`config.mk`:
```
export PLATFORM = sky130hd
export DESIGN_NAME = sycc_fifo
export DESIGN_NICKNAME = d
export VERILOG_FILES = /design/src/rtl/sycc_pkg.sv /design/src/rtl/sycc_fifo.sv
export SDC_FILE = /design/constraint.sdc
export NUM_CORES = 1
export LEC_CHECK = 0
export ABC_AREA = 1
export BUFFER_PORTS_ARGS = -buffer_cell sky130_fd_sc_hd__buf_2
export CAP_MARGIN = 10
export CORE_ASPECT_RATIO = 1.2
export CORE_MARGIN = 3
export CORE_UTILIZATION = 50
export CTS_BUF_LIST = sky130_fd_sc_hd__clkbuf_4 sky130_fd_sc_hd__clkbuf_8 sky130_fd_sc_hd__clkbuf_16
export DETAILED_ROUTE_END_ITERATION = 16
export HOLD_SLACK_MARGIN = 0.15
export PLACE_DENSITY = 0.7
export SLEW_MARGIN = 20
export SYNTH_ARGS = -nofsm -noshare
export SYNTH_HDL_FRONTEND = slang
export SYNTH_SLANG_ARGS = --single-unit
export TNS_END_PERCENT = 100
```
`constraint.sdc`:
```
create_clock -name clk -period 6.92 [get_ports clk]
set_clock_uncertainty 0.05 [all_clocks]
set_input_delay 1.384 -clock clk [delete_from_list [all_inputs] [get_ports clk]]
set_output_delay 1.384 -clock clk [all_outputs]
set_load 0.005 [all_outputs]
```
`src/rtl/sycc_pkg.sv`:
```
// Shared types and constants for the YCbCr-to-RGB upsampling converter.
// Used by every module in rtl/; depends on nothing else.
`timescale 1ns / 1ps

package sycc_pkg;

	// Chroma subsampling modes as written to the mode register.
	typedef enum logic [1:0] {
		MODE_444 = 2'd0,
		MODE_422 = 2'd1,
		MODE_420 = 2'd2
	} mode_t;

	// Configuration register indexes.
	typedef enum logic [1:0] {
		REG_CHROMA_MODE = 2'd0,
		REG_PRECISION   = 2'd1,
		REG_WIDTH       = 2'd2,
		REG_HEIGHT      = 2'd3
	} reg_t;

	// Where a pixel takes its chroma pair from.
	typedef enum logic [1:0] {
		SRC_HOLD  = 2'd0,
		SRC_FRESH = 2'd1,
		SRC_LINE  = 2'd2
	} src_t;

	// Reset values of the configuration registers, and the precision limits.
	localparam logic [4:0]  PREC_RESET   = 5'd8;
	localparam logic [4:0]  PREC_MIN     = 5'd1;
	localparam logic [4:0]  PREC_MAX     = 5'd16;
	localparam logic [12:0] WIDTH_RESET  = 13'd1;
	localparam logic [15:0] HEIGHT_RESET = 16'd1;

	// Q16 conversion coefficients: 1.402, 0.344, 0.714, 1.772.
	localparam logic signed [17:0] COEF_CR_R = 18'sd91881;
	localparam logic signed [17:0] COEF_CB_G = 18'sd22544;
	localparam logic signed [17:0] COEF_CR_G = 18'sd46793;
	localparam logic signed [17:0] COEF_CB_B = 18'sd116130;

	// Depth of the queue between the front and back parts.
	localparam int QDEPTH = 4;
	localparam int QAW    = 2;

	// Chroma pair, laid out as the held register: Cr high, Cb low.
	typedef struct packed {
		logic [15:0] cr;
		logic [15:0] cb;
	} chroma_t;

	// Input pixel transaction.
	typedef struct packed {
		logic [15:0] luma;
		logic [15:0] blue_diff;
		logic [15:0] red_diff;
	} pix_in_t;

	// Output pixel transaction.
	typedef struct packed {
		logic [15:0] red;
		logic [15:0] green;
		logic [15:0] blue;
		logic        frame_end;
	} pix_out_t;

	// Classified pixel carried from the front part to the back part.
	typedef struct packed {
		logic [15:0] luma;
		chroma_t     chroma;
		logic        frame_end;
	} item_t;

	// Effective configuration, already limited to legal ranges where fixed.
	typedef struct packed {
		mode_t       mode;
		logic [4:0]  prec;
		logic [12:0] width;
		logic [15:0] height;
	} cfg_t;

endpackage

```
`src/rtl/sycc_fifo.sv`:
```
// Short queue of classified pixels between the front and back parts.
// Depends on sycc_pkg for the item type and depth.
`timescale 1ns / 1ps

module sycc_fifo (
	input  logic            clk,
	input  logic            arst_n,
	input  logic            push_valid,
	output logic            push_ready,
	input  sycc_pkg::item_t push_item,
	output logic            pop_valid,
	input  logic            pop_ready,
	output sycc_pkg::item_t pop_item
);

	sycc_pkg::item_t             store_q [sycc_pkg::QDEPTH];
	logic [sycc_pkg::QAW-1:0]    wr_ptr_q;
	logic [sycc_pkg::QAW-1:0]    rd_ptr_q;
	logic [sycc_pkg::QAW:0]      cnt_q;
	logic                        do_push;
	logic                        do_pop;

	assign push_ready = (cnt_q != (sycc_pkg::QAW+1)'(sycc_pkg::QDEPTH));
	assign pop_valid  = (cnt_q != '0);
	assign do_push    = push_valid && push_ready;
	assign do_pop     = pop_valid && pop_ready;
	assign pop_item   = store_q[rd_ptr_q];

	// Entry storage.
	always_ff @(posedge clk) begin
		if (do_push) begin
			store_q[wr_ptr_q] <= push_item;
		end
	end

	// Pointers and fill count.
	always_ff @(posedge clk or negedge arst_n) begin
		if (!arst_n) begin
			wr_ptr_q <= '0;
			rd_ptr_q <= '0;
			cnt_q    <= '0;
		end else begin
			if (do_push) begin
				wr_ptr_q <= wr_ptr_q + (sycc_pkg::QAW)'(1);
			end
			if (do_pop) begin
				rd_ptr_q <= rd_ptr_q + (sycc_pkg::QAW)'(1);
			end
			if (do_push && !do_pop) begin
				cnt_q <= cnt_q + (sycc_pkg::QAW+1)'(1);
			end else if (do_pop && !do_push) begin
				cnt_q <= cnt_q - (sycc_pkg::QAW+1)'(1);
			end
		end
	end

endmodule

```
== Word-level counts from Yosys, hierarchy flattened ==
Memory sizes are Yosys's and may differ from the RTL's.
Index checks and enable logic that the tools add are counted.
Word-level totals
  register bits: 7
  RAM bits: 196
  word-level logic and storage cells: 21
  memories kept: 1
Operators by class
  add/sub/neg operators: 4
  equality and inequality tests: 1
  mux-type cells: 4
  reductions and logical operators: 8
Memories
  store_q: words 4, bits a word 49, read ports 1, clocked after memory_dff 0, wr ports 1, line sycc_fifo.sv:16  | sycc_pkg::item_t store_q [sycc_pkg::QDEPTH];
Operators with widths (number)
  $mux W3: 2
  $add A2 B1 Y2 const B: 2
  $logic_and A1 B1 Y1: 4
  $add A3 B1 Y3 const B: 1
  $ne A3 B3 Y1 const B: 1
  $reduce_bool A3 Y1: 1
  $sub A3 B1 Y3 const B: 1
  $logic_not A1 Y1: 2
  $mux W1: 2
  $reduce_bool A2 Y1: 1

== Logic depth before layout (Yosys ltp) ==
  depth after elaboration: 6
  mapped depth: 12

== Worst setup path before layout ==
OpenSTA, ideal clock, no wires.
  kind: input port to flip-flop
  start point: input push_valid
  end point: memory store_q[0][0] in the netlist's numbering (enable)
  setup time: 0.456 ns
  data arrival time: 3.587 ns
  path slack: 2.827 ns
  cell stages on the path: 2
  cells stage by stage: nand2_1 -> nor2_1
Between the ends
  word-level cells in the longest chain between the ends: 3
Ends and longest elaborated chain
  from (decl): line sycc_fifo.sv:8  | input logic push_valid,
  $logic_and A1 B1 Y1: line sycc_fifo.sv:25  | assign do_push = push_valid && push_ready;
  $mux W1: line sycc_fifo.sv:31  | if (do_push) begin
  $mux W1 (not written as such): line sycc_fifo.sv:32  | store_q[wr_ptr_q] <= push_item;
  to (decl): line sycc_fifo.sv:16
Every way passes these cells.

==> metrics list <==
- The run finished with clean final reports.
- Synthesis produced around 630 cells.
- From synthesis to final layout, the design area changed by 16.8%.
- The synthesized design contains 196 enable-type register cells.
- Sequential element share of the synthesized area: roughly three quarters
- Cell count of the worst reg-to-reg path: 3
* Number of max-capacitance violations reported: 0
- The die covers approximately 0.018 mm^2.
- # rows: 50
- At the end of routability-driven placement, the weighted congestion stood at 0.740.
- Counting instances in the post-synthesis netlist gives the leading cell types as sky130_fd_sc_hd__edfxtp_1, sky130_fd_sc_hd__nand2_1, sky130_fd_sc_hd__inv_1.
- Num ports: 104
* Crit Reg-Reg Startpoint: rd_ptr_q[1]
- Flip-flop and latch count after synthesis: 203
- Clock tree from TritonCTS: done
- Cell Count, Final, Fillers Out: around 950
- Synthesis produced a netlist with a net count of 690.
- Setup repair after global routing missed its margin: no
- During placement, the flow inserted port buffers numbering 103.
- X dimension of the die: 123 um
- Synth top area cells: sky130_fd_sc_hd__edfxtp_1, sky130_fd_sc_hd__o211ai_1, sky130_fd_sc_hd__nand2_1
* Die boundary height: ~150 um
- Fraction of the core area covered by cells at the end of the flow: between 60% and 70%
- Hpwl dp: ~8700 um
* Share of the synthesized area in the top cell type: 72.0%
- Post-CTS repair timing setup buffer count: 0
* Max transition margin: between 30% and 40%
* Fraction of layout instances using a drive strength above 1: 20.1%
- After clock tree synthesis, the flow added hold-fix buffers numbering 0.
- Number of distinct library cell variants in the gate-level netlist after synthesis: 17
* Worst R2R End: rd_ptr_q[1]
- The most common cell in the synthesized netlist is sky130_fd_sc_hd__edfxtp_1.
- Count of antenna-violating nets left after detailed routing: 0
- Share of synthesized registers carrying an async set or reset: ~3.4%
- Cell count of the worst hold path: 2
- Net count of the finished layout: between 700 and 800
- First-iteration detailed-routing DRC count: roughly 320
- After clock tree synthesis, the clock-pin slew on the worst setup and hold paths is around 0.060 ns.
* Post-synthesis instance area: between 0.008 and 0.009 mm^2
- Placeable core area: 0.0158 mm^2
- The number of antenna violations at the first check in global routing was 3.
* Wire length of the first global-routing pass: ~25,000 um
* Total power divided by cell area: approximately 420 mW/mm^2
- Hold path startpoint: cnt_q[2]
- Required time of the critical path: about 5.5 ns
- The worst setup path is of the reg2out kind.
- Remaining Overflow, GRT: 0
- Crit path launch type: register
- Setup total negative slack on the finished layout was measured at 0 ns.
- Across the VDD grid, the largest voltage drop is roughly 0.0004 V.
- Most frequently used flop master after synthesis: sky130_fd_sc_hd__edfxtp_1
- Routed via count divided by cell count: 5.10
- CTS built an H-tree with a depth of 1.
- Number of vias in the routed layout: 4,858
- Counting the buffers created by CTS gives 20.
- Clock root buffer master: sky130_fd_sc_hd__clkbuf_16
* Yosys synthesis warning count: 0
* Endpoints failing setup: 0
- CTS saw around 200 sinks.
* Gr usage total: between 15 and 20%
- Setup slack on the worst reg-to-reg path comes out at around 4.6 ns.
- STA puts the critical path data arrival time at between 2 and 3 ns.
* Pin count of the biggest net entering global routing: around 140
- The number of hold-slack violations in the final timing report came to 0.
- Period Utilization, post-route: between 60% and 70%
* Worst-margin pin slew: 0.955 ns
- The via count of the first global-routing pass came to between 5k and 6k.
- After detailed routing, the average wire length per cell comes to 16.3 um.
- Residual DRC: 0
- The path class of the tightest hold or removal check is reg2reg.
- Counting along the longest clock path gives a buffer depth of 3.
* WHS Endpoint: cnt_q[2]
* Lkg Pwr: roughly 3.9 nW
- The routed design has between 15,000 and 20,000 um of wire.
- # fillers: roughly 1.2k
- In this run, placement finished with an instance count of 915.
- Critical path peak fanout: 51
- Latest clock arrival within the worst-skew pair: between 0.4 and 0.5 ns
- For this configuration, the core starts out at a cell density of 51.6%.
* Post-cts resize count: 0
* Highest clock frequency the design can meet: 230 MHz
- Subtracting the final worst setup slack from the clock period gives roughly 4.3 ns.
- A synthesized cell averages about 13 um^2.
* Critical Path End Type: output port
* Worst hold margin: between 0.4 and 0.5 ns
- The synthesized design spends more area on one cell type than any other, namely sky130_fd_sc_hd__edfxtp_1.
- The first TritonRoute pass finished after 4 iterations.
- The final-report max-slew violation count was 0.
[through the flow]
step | total power, mW | cell area, um^2 | setup slack, ns
floorplan | 2.53 | 8170 | 2.83
global placement | 2.93 | 8840 | 2.99
detailed placement | 2.98 | 8840 | 3.00
CTS | 4.09 | 9530 | 2.50
global route | 4.30 | 9540 | 2.28
finish | 4.04 | 9540 | 2.57
[flip-flops by register name, indices dropped and copies added (netlist names)]
register	count
store_q	196
cnt_q	3
rd_ptr_q	2
wr_ptr_q	2
[worst max-delay path by stage]
stage           startpoint             to  slack [ns]  cells past startpoint
5_1_grt        rd_ptr_q[1]   pop_item[35]        2.28                      4
6_report       rd_ptr_q[1]   pop_item[48]        2.57                      4
2_1_floorplan   push_valid  store_q[0][0]        2.83                      2
3_3_place_gp   rd_ptr_q[1]    pop_item[5]        2.99                      4
4_1_cts        rd_ptr_q[1]   pop_item[35]        2.50                      4
3_5_place_dp   rd_ptr_q[1]   pop_item[48]        3.00                      4
[cells in the final DEF, fill, tap and decap left out, drive strengths merged]
cell type	synthesis	final
buf	22	108
bufinv	0	2
clkbuf	10	29
clkinv	0	6
dfrtp	7	7
diode	0	2
edfxtp	196	196
fa	1	1
ha	5	5
inv	114	113
nand2	164	164
nand3	7	7
nand4	1	1
nor2	4	4
o211ai	98	98
o21ai	1	1
xnor2	1	1
[critical path: stages (launching register included)]
cell	delay, ns
sky130_fd_sc_hd__dfrtp_4	0.86
sky130_fd_sc_hd__clkinv_2	0.90
sky130_fd_sc_hd__o211ai_1	0.39
sky130_fd_sc_hd__nand2_1	0.11
sky130_fd_sc_hd__buf_2	0.14
[routing by layer]
layer  global-route usage [%]  share of wire [%]  routed length, um  up-vias
met2                     30.3                 51               7950      115
met4                     5.60                2.0                312        2
met3                     4.15                5.9                919       23
met5                        0              0.071                 11        -
met1                     21.8                 41               6360     2334
li1                         -                  -                  -     2384
[area by class of cell]
| class | count | area, um^2 | area share, % |
|---|---|---|---|
| Sequential cell | 203 | 6060 | 63.6 |
| Tap cell | 208 | 260 | 2.73 |
| Multi-Input combinational cell | 282 | 1530 | 16.1 |
| Clock inverter | 7 | 86.3 | 0.905 |
| Clock buffer | 29 | 604 | 6.33 |
| Inverter | 114 | 434 | 4.55 |
| Timing Repair Buffer | 108 | 553 | 5.80 |
| Antenna cell | 2 | 5.00 | 0.0525 |
[cell families after synthesis]
logic type	Yosys count	synth area share, %
AO/OA/AOI/OAI	99	9.07
XOR/XNOR	1	0.107
adder cells (fa/ha/maj)	6	1.01
flip-flops	203	74.2
AND/OR/NAND/NOR	176	8.22
buffers and inverters	146	7.41
[power breakdown]
part | total (mW) | internal [mW] | switching [mW]
sequential | 1.74 | 1.62 | 0.120
clock | 1.11 | 0.682 | 0.428
combinational | 1.19 | 0.422 | 0.767
total | 4.04 | 2.73 | 1.31
Note: power is estimated with default switching activity, not from simulation.
