## src/rtl/sycc_pkg.sv

```systemverilog
// Shared types and constants for the YCbCr-to-RGB upsampling converter.
// Used by every module in rtl/; depends on nothing else.
`timescale 1ns / 1ps

package sycc_pkg;

	// Chroma subsampling modes as written to the mode register.
	typedef enum logic [1:0] {
		MODE_444 = 2'd0,
		MODE_422 = 2'd1,
		MODE_420 = 2'd2
	} mode_t;

	// Configuration register indexes.
	typedef enum logic [1:0] {
		REG_CHROMA_MODE = 2'd0,
		REG_PRECISION   = 2'd1,
		REG_WIDTH       = 2'd2,
		REG_HEIGHT      = 2'd3
	} reg_t;

	// Where a pixel takes its chroma pair from.
	typedef enum logic [1:0] {
		SRC_HOLD  = 2'd0,
		SRC_FRESH = 2'd1,
		SRC_LINE  = 2'd2
	} src_t;

	// Reset values of the configuration registers, and the precision limits.
	localparam logic [4:0]  PREC_RESET   = 5'd8;
	localparam logic [4:0]  PREC_MIN     = 5'd1;
	localparam logic [4:0]  PREC_MAX     = 5'd16;
	localparam logic [12:0] WIDTH_RESET  = 13'd1;
	localparam logic [15:0] HEIGHT_RESET = 16'd1;

	// Q16 conversion coefficients: 1.402, 0.344, 0.714, 1.772.
	localparam logic signed [17:0] COEF_CR_R = 18'sd91881;
	localparam logic signed [17:0] COEF_CB_G = 18'sd22544;
	localparam logic signed [17:0] COEF_CR_G = 18'sd46793;
	localparam logic signed [17:0] COEF_CB_B = 18'sd116130;

	// Depth of the queue between the front and back parts.
	localparam int QDEPTH = 4;
	localparam int QAW    = 2;

	// Chroma pair, laid out as the held register: Cr high, Cb low.
	typedef struct packed {
		logic [15:0] cr;
		logic [15:0] cb;
	} chroma_t;

	// Input pixel transaction.
	typedef struct packed {
		logic [15:0] luma;
		logic [15:0] blue_diff;
		logic [15:0] red_diff;
	} pix_in_t;

	// Output pixel transaction.
	typedef struct packed {
		logic [15:0] red;
		logic [15:0] green;
		logic [15:0] blue;
		logic        frame_end;
	} pix_out_t;

	// Classified pixel carried from the front part to the back part.
	typedef struct packed {
		logic [15:0] luma;
		chroma_t     chroma;
		logic        frame_end;
	} item_t;

	// Effective configuration, already limited to legal ranges where fixed.
	typedef struct packed {
		mode_t       mode;
		logic [4:0]  prec;
		logic [12:0] width;
		logic [15:0] height;
	} cfg_t;

endpackage

```

## src/rtl/sycc_back.sv

```systemverilog
// Back part: pipelined Q16 color conversion, clamping and output register.
// Depends on sycc_pkg.
`timescale 1ns / 1ps

module sycc_back (
	input  logic               clk,
	input  logic               arst_n,
	input  logic [4:0]         prec,
	input  logic               q_valid,
	output logic               q_ready,
	input  sycc_pkg::item_t    q_item,
	output logic               out_valid,
	input  logic               out_ready,
	output sycc_pkg::pix_out_t out_data
);

	logic                      adv;
	logic [16:0]               off_w;
	logic [16:0]               upb_w;
	logic [15:0]               offset;
	logic [15:0]               upb;

	logic                      v_s1, v_s2, v_s3, out_valid_q;
	logic [15:0]               y_s1, y_s2, y_s3;
	logic                      fe_s1, fe_s2, fe_s3;
	logic signed [17:0]        cb_s1, cr_s1;
	logic signed [35:0]        pr_s2, pgb_s2, pgr_s2, pb_s2;
	logic signed [20:0]        tr_s3, tg_s3, tb_s3;
	logic signed [21:0]        sum_r, sum_g, sum_b;
	sycc_pkg::pix_out_t        out_q;

	// Divide by 2^16 with rounding toward zero.
	function automatic logic signed [20:0] q16_trunc(input logic signed [36:0] p);
		logic signed [36:0] adj;
		adj = p + (p[36] ? 37'sd65535 : 37'sd0);
		return 21'(adj >>> 16);
	endfunction

	// Clamp to zero and the precision's upper bound.
	function automatic logic [15:0] clamp(input logic signed [21:0] v,
			input logic [15:0] hi);
		logic [15:0] res;
		if (v < 0) begin
			res = '0;
		end else if (v > $signed({6'b0, hi})) begin
			res = hi;
		end else begin
			res = v[15:0];
		end
		return res;
	endfunction

	// Offset and upper bound from the effective precision.
	assign off_w  = 17'd1 << (prec - 5'd1);
	assign upb_w  = (17'd1 << prec) - 17'd1;
	assign offset = off_w[15:0];
	assign upb    = upb_w[15:0];

	// The whole pipeline moves unless the output register is stalled.
	assign adv     = !out_valid_q || out_ready;
	assign q_ready = adv;

	// Stage valid flags.
	always_ff @(posedge clk or negedge arst_n) begin
		if (!arst_n) begin
			v_s1        <= 1'b0;
			v_s2        <= 1'b0;
			v_s3        <= 1'b0;
			out_valid_q <= 1'b0;
		end else if (adv) begin
			v_s1        <= q_valid;
			v_s2        <= v_s1;
			v_s3        <= v_s2;
			out_valid_q <= v_s3;
		end
	end

	// Stage one: remove the chroma offset.
	always_ff @(posedge clk) begin
		if (adv) begin
			y_s1  <= q_item.luma;
			fe_s1 <= q_item.frame_end;
			cb_s1 <= $signed({2'b00, q_item.chroma.cb}) - $signed({2'b00, offset});
			cr_s1 <= $signed({2'b00, q_item.chroma.cr}) - $signed({2'b00, offset});
		end
	end

	// Stage two: the four coefficient products.
	always_ff @(posedge clk) begin
		if (adv) begin
			y_s2   <= y_s1;
			fe_s2  <= fe_s1;
			pr_s2  <= cr_s1 * sycc_pkg::COEF_CR_R;
			pgb_s2 <= cb_s1 * sycc_pkg::COEF_CB_G;
			pgr_s2 <= cr_s1 * sycc_pkg::COEF_CR_G;
			pb_s2  <= cb_s1 * sycc_pkg::COEF_CB_B;
		end
	end

	// Stage three: green sum and truncation of each correction term.
	always_ff @(posedge clk) begin
		if (adv) begin
			y_s3  <= y_s2;
			fe_s3 <= fe_s2;
			tr_s3 <= q16_trunc(37'(pr_s2));
			tg_s3 <= q16_trunc(37'(pgb_s2) + 37'(pgr_s2));
			tb_s3 <= q16_trunc(37'(pb_s2));
		end
	end

	// Output stage: apply the corrections to luma and clamp.
	assign sum_r = $signed({6'b0, y_s3}) + 22'(tr_s3);
	assign sum_g = $signed({6'b0, y_s3}) - 22'(tg_s3);
	assign sum_b = $signed({6'b0, y_s3}) + 22'(tb_s3);

	always_ff @(posedge clk) begin
		if (adv) begin
			out_q.red       <= clamp(sum_r, upb);
			out_q.green     <= clamp(sum_g, upb);
			out_q.blue      <= clamp(sum_b, upb);
			out_q.frame_end <= fe_s3;
		end
	end

	assign out_valid = out_valid_q;
	assign out_data  = out_q;

endmodule

```

## config.mk

```make
export PLATFORM = sky130hd
export DESIGN_NAME = sycc_back
export DESIGN_NICKNAME = d
export VERILOG_FILES = /design/src/rtl/sycc_pkg.sv /design/src/rtl/sycc_back.sv
export SDC_FILE = /design/constraint.sdc
export NUM_CORES = 2
export LEC_CHECK = 0
export BUFFER_PORTS_ARGS = -buffer_cell sky130_fd_sc_hd__buf_2
export CAP_MARGIN = 20
export CORE_ASPECT_RATIO = 0.75
export CORE_MARGIN = 4
export CORE_UTILIZATION = 65
export DETAILED_ROUTE_END_ITERATION = 10
export GPL_TIMING_DRIVEN = 0
export PLACE_DENSITY = 0.92
export SYNTH_ARGS = -nofsm -noshare
export SYNTH_HDL_FRONTEND = slang
export SYNTH_SLANG_ARGS = --single-unit
```

## constraint.sdc

```tcl
create_clock -name clk -period 33 [get_ports clk]
set_input_delay 6.6 -clock clk [delete_from_list [all_inputs] [get_ports clk]]
set_output_delay 6.6 -clock clk [all_outputs]
set_load 0.05 [all_outputs]
```

Yosys cells after proc, flatten, opt, wreduce, memory -nomap -nowiden --
Index checks and enable logic that the tools add are counted.
Operators by class: add/subtract/negate cells 11, $mul 4, $lt $le $gt $ge 6, shift operators 2, multiplexer cells 6, reductions and logical operators 2
Operators with widths (number):
- 16-bit two-way mux | 6
- 36-bit by 17-bit adder with 37-bit output | 2
- 17-bit by 17-bit multiplier with 34-bit output, second input constant | 2
- 22-bit by 17-bit greater-than comparator with 1-bit output | 3
- 22-bit by 1-bit < comparator with 1-bit output, second input constant | 3
- 17-bit by 21-bit adder with 22-bit output | 2
- 37-bit by 17-bit adder with 37-bit output | 1
- 33-bit by 34-bit adder with 35-bit output | 1
- 17-bit by 18-bit multiplier with 35-bit output, second input constant | 1
- 16-bit by 16-bit subtractor with 17-bit output | 2
- 1-bit by 5-bit left shift with 16-bit output, first input constant | 2
- 17-bit by 12-bit multiplier with 29-bit output, second input constant | 1
- 17-bit by 21-bit subtractor with 22-bit output | 1
- 16-bit by 1-bit subtractor with 16-bit output, second input constant | 1
- 5-bit by 1-bit subtractor with 5-bit output, second input constant | 1
- 1-bit logical NOT | 1
- 1-bit logical OR | 1
Storage, ports and cells: bits in registers 335, bits of input ports 58, output and inout bits 51, word-level logic and storage cells 54

Depth between registers and ports, before layout --
word-level depth 4, depth in mapped cells 26, gate-level depth less buffers 24

Worst setup path after synthesis --
Ideal clock, no wire load.
path kind input -> output, start input port out_ready, end output port q_ready, arrival time 14680 ps, required time 26400 ps, setup slack 11720 ps, stages on the path 1, buffers on the path 0, path through nand2b_1
Between the ends: cells in the longest elaborated chain, start to end 1
RTL lines:
- from (decl) | RTL line sycc_back.sv:13 | input logic out_ready,
- 1-bit logical OR | RTL line sycc_back.sv:60 | assign adv = !out_valid_q || out_ready;
- to (decl) | RTL line sycc_back.sv:10 | output logic q_ready,
Every way passes these cells.

Worst setup path in the final report --
Same ends and word-level chain as after synthesis.

==> impl_metrics.env <==
export IMPL_outcome="finished, final reports clean"
export IMPL_path_cells="buf_2 -> nand2b_4 -> buf_16 -> buf_2"
export IMPL_yosysSeqAreaShare=0.260
export IMPL_critPathKind="input port to primary output"
export IMPL_netlist_top_cells_count="inv_1, ha_1, fa_1"
export IMPL_rows=75
export IMPL_async_flop_share=0.0123
export IMPL_cts_htree_levels=2
export IMPL_required_ns=26.40
export IMPL_setup_viol=0
export IMPL_postRouteAntennaNets=0
export IMPL_syn_avg_cell_area_sq_um=10.2
export IMPL_die_y_um=216
export IMPL_wl_mm=99.6
export IMPL_ioPinCount=109
export IMPL_setup_tns_ns=0
export IMPL_via_per_inst=6.21
export IMPL_clkSinkCount=324
export IMPL_end_kind="primary output"
export IMPL_vias=28500
export IMPL_root_buffer="clkbuf_16"
export IMPL_ys_top_cells_by_area="edfxtp_1, ha_1, fa_1"
export IMPL_clockBufferDepth=3
export IMPL_min_from="fe_s2$_DFFE_PP_"
export IMPL_syn_nets=4658
export IMPL_cts_resized=0
export IMPL_slew_violations=0
export IMPL_arrival_ns=8.09
export IMPL_tightest_slew_ns=1.16
export IMPL_critPathLaunchType="input port"
export IMPL_cts_tree="built"
export IMPL_skew_ns=0.0170
export IMPL_post_place_ws_ns=18.28
export IMPL_period_needed_ns=14.69
export IMPL_fill_cells=3532
export IMPL_syn_inst=3647
export IMPL_drc=0
export IMPL_cap_violations=0
export IMPL_nets=4809
export IMPL_grt_max_degree=74
export IMPL_core_sq_um=56400
export IMPL_synth_top_area_frac=0.257
export IMPL_drt_iter0_drc=3047
export IMPL_r2r_start="cb_s1[16]$_DFFE_PP_"
export IMPL_initial_utilization=0.663
export IMPL_syn_cell_area_sq_um=37400
export IMPL_yosysUniqueCellTypes=93
export IMPL_relSlewSlack=0.221
export IMPL_routedWlPerCell_um=21.7
export IMPL_slowest_stage="nand2b_4"
export IMPL_setup_slack_ns=18.31
export IMPL_min_period_over_period=0.445
export IMPL_cp_common_cell="buf_2"
export IMPL_synth_warnings=0
export IMPL_hold_violations=0
export IMPL_cp_slowest_stage_delay_ns=0.64
export IMPL_path_delay_family="buffers and inverters"
export IMPL_crit_fanout=73
export IMPL_gp_congestion=0.971
export IMPL_final_layout_size_suffix_gt1_frac=0.0617
export IMPL_min_path_type="flip-flop to flip-flop"
export IMPL_drtPass1Iterations=6
export IMPL_dp_hpwl_mm=79.5
export IMPL_rsz0062_at_grt="no"
export IMPL_synth_ff_type="edfxtp_1"
export IMPL_die_area_sq_um=61400
export IMPL_cts_clk_slew_worst_paths_ns=0.06
export IMPL_timing_fmax_mhz=68.1
export IMPL_ctsHoldBuffers=0
export IMPL_synth_area_leader_cell="edfxtp_1"
export IMPL_grt_pass1_wl_mm=157
export IMPL_numCtsBuffers=35
export IMPL_antenna_found_initial=1
export IMPL_die_x_um=285
export IMPL_gr_total_overflow=0
export IMPL_cts_setup_buffers=0
export IMPL_setup_worst_path_start="out_ready"
export IMPL_area_growth_pct=7.70
export IMPL_synth_seq_cells=324
export IMPL_insertion_delay_ns=0.57
export IMPL_synth_edf_count=320
export IMPL_path_buf_inv=3
export IMPL_yosysMostFrequentCell="inv_1"
export IMPL_track_usage=0.323
export IMPL_grt_pass1_vias=29100
export IMPL_port_buffers=108
metrics by stage:
stage | utilization | hold WS [ns] | cells | instance area [sq um]
6_report | 0.714 | 0.419 | 4594 | 40200
3_5_place_dp | 0.692 | 0.405 | 4531 | 39100
2_1_floorplan | - | 0.400 | 3647 | 37400
3_3_place_gp | 0.689 | 0.401 | 4525 | 38900
4_1_cts | 0.714 | 0.421 | 4593 | 40200
5_1_grt | 0.714 | 0.426 | 4593 | 40200
flip-flops by register name (all words and copies together), names as in the netlist, 17 cells and up:
register,flops
out_data,49
pr_s2,35
pb_s2,34
pgr_s2,29
pgb_s2,25
tb_s3,21
tg_s3,21
tr_s3,21
cb_s1,17
cr_s1,17
layout by cell type (no fill, tap or decap), drive strengths merged, types with 7 or more instances in the layout:
cell     instances
inv            679
ha             615
fa             338
edfxtp         320
nor2           205
xnor2          190
a21oi          190
nand2          171
buf            126
o21ai          123
a21o            93
nand3           66
xor2            64
clkbuf          64
nor3            54
mux2i           52
nor2b           44
nand4           35
o21a            34
o21bai          30
and3            25
a31oi           24
nand2b          22
a211oi          21
and2            19
a21boi          17
or2             17
o211ai          13
clkinv          11
or3             10
o41ai           10
a31o             9
o2111ai          7
nand3b           7
o31ai            7
logic make-up (layout without fill, tap and decap cells):
logic type	Yosys count	in the layout	share of synthesized area
AOI/OAI and AO/OA	633	633	0.112
xor gates and xnor gates	254	254	0.0595
other	0	1	0
adders and majority gates	953	953	0.387
buffers and inverters	714	890	0.0726
muxes	57	57	0.0154
DFF	324	324	0.260
and+or+nand+nor	712	712	0.0938
routing by layer:
layer	track usage	vias to the layer above	routed length (um)
met4	0.144	4	5380
met2	0.506	1797	44000
met3	0.0946	415	12000
met5	0	-	77
li1	-	12700	-
met1	0.420	13600	38100
path summary, 6_finish.rpt:
check | endpoint | slack (ns) | depth (start not counted)
worst max-delay path | q_ready | 18.31 | 4
worst min-delay path | fe_s3$_DFFE_PP_ | 0.42 | 0
worst max register to register | pb_s2[34]$_DFFE_PP_ | 24.81 | 26
worst min register to register | fe_s3$_DFFE_PP_ | 0.42 | 0
max in group asynchronous | v_s3$_DFFE_PN0P_ | 27.04 | 1
min in group asynchronous | out_valid$_DFFE_PN0P_ | 5.84 | 1
final cells by class:
type	instances	area, sq um	share of cell area
Buffer	37	171	0.00426
Clock buffer	39	891	0.0221
Multi-Input combinational cell	2609	25000	0.620
Timing Repair Buffer	114	706	0.0175
Tap cell	770	963	0.0239
Sequential cell	324	9710	0.241
Antenna cell	1	2.50	0.0000622
Clock inverter	23	300	0.00746
Inverter	677	2540	0.0631
Power is left out: the tool's default activity adds up to more than one toggle a clock period on the data nets, which glitch-free logic cannot reach.
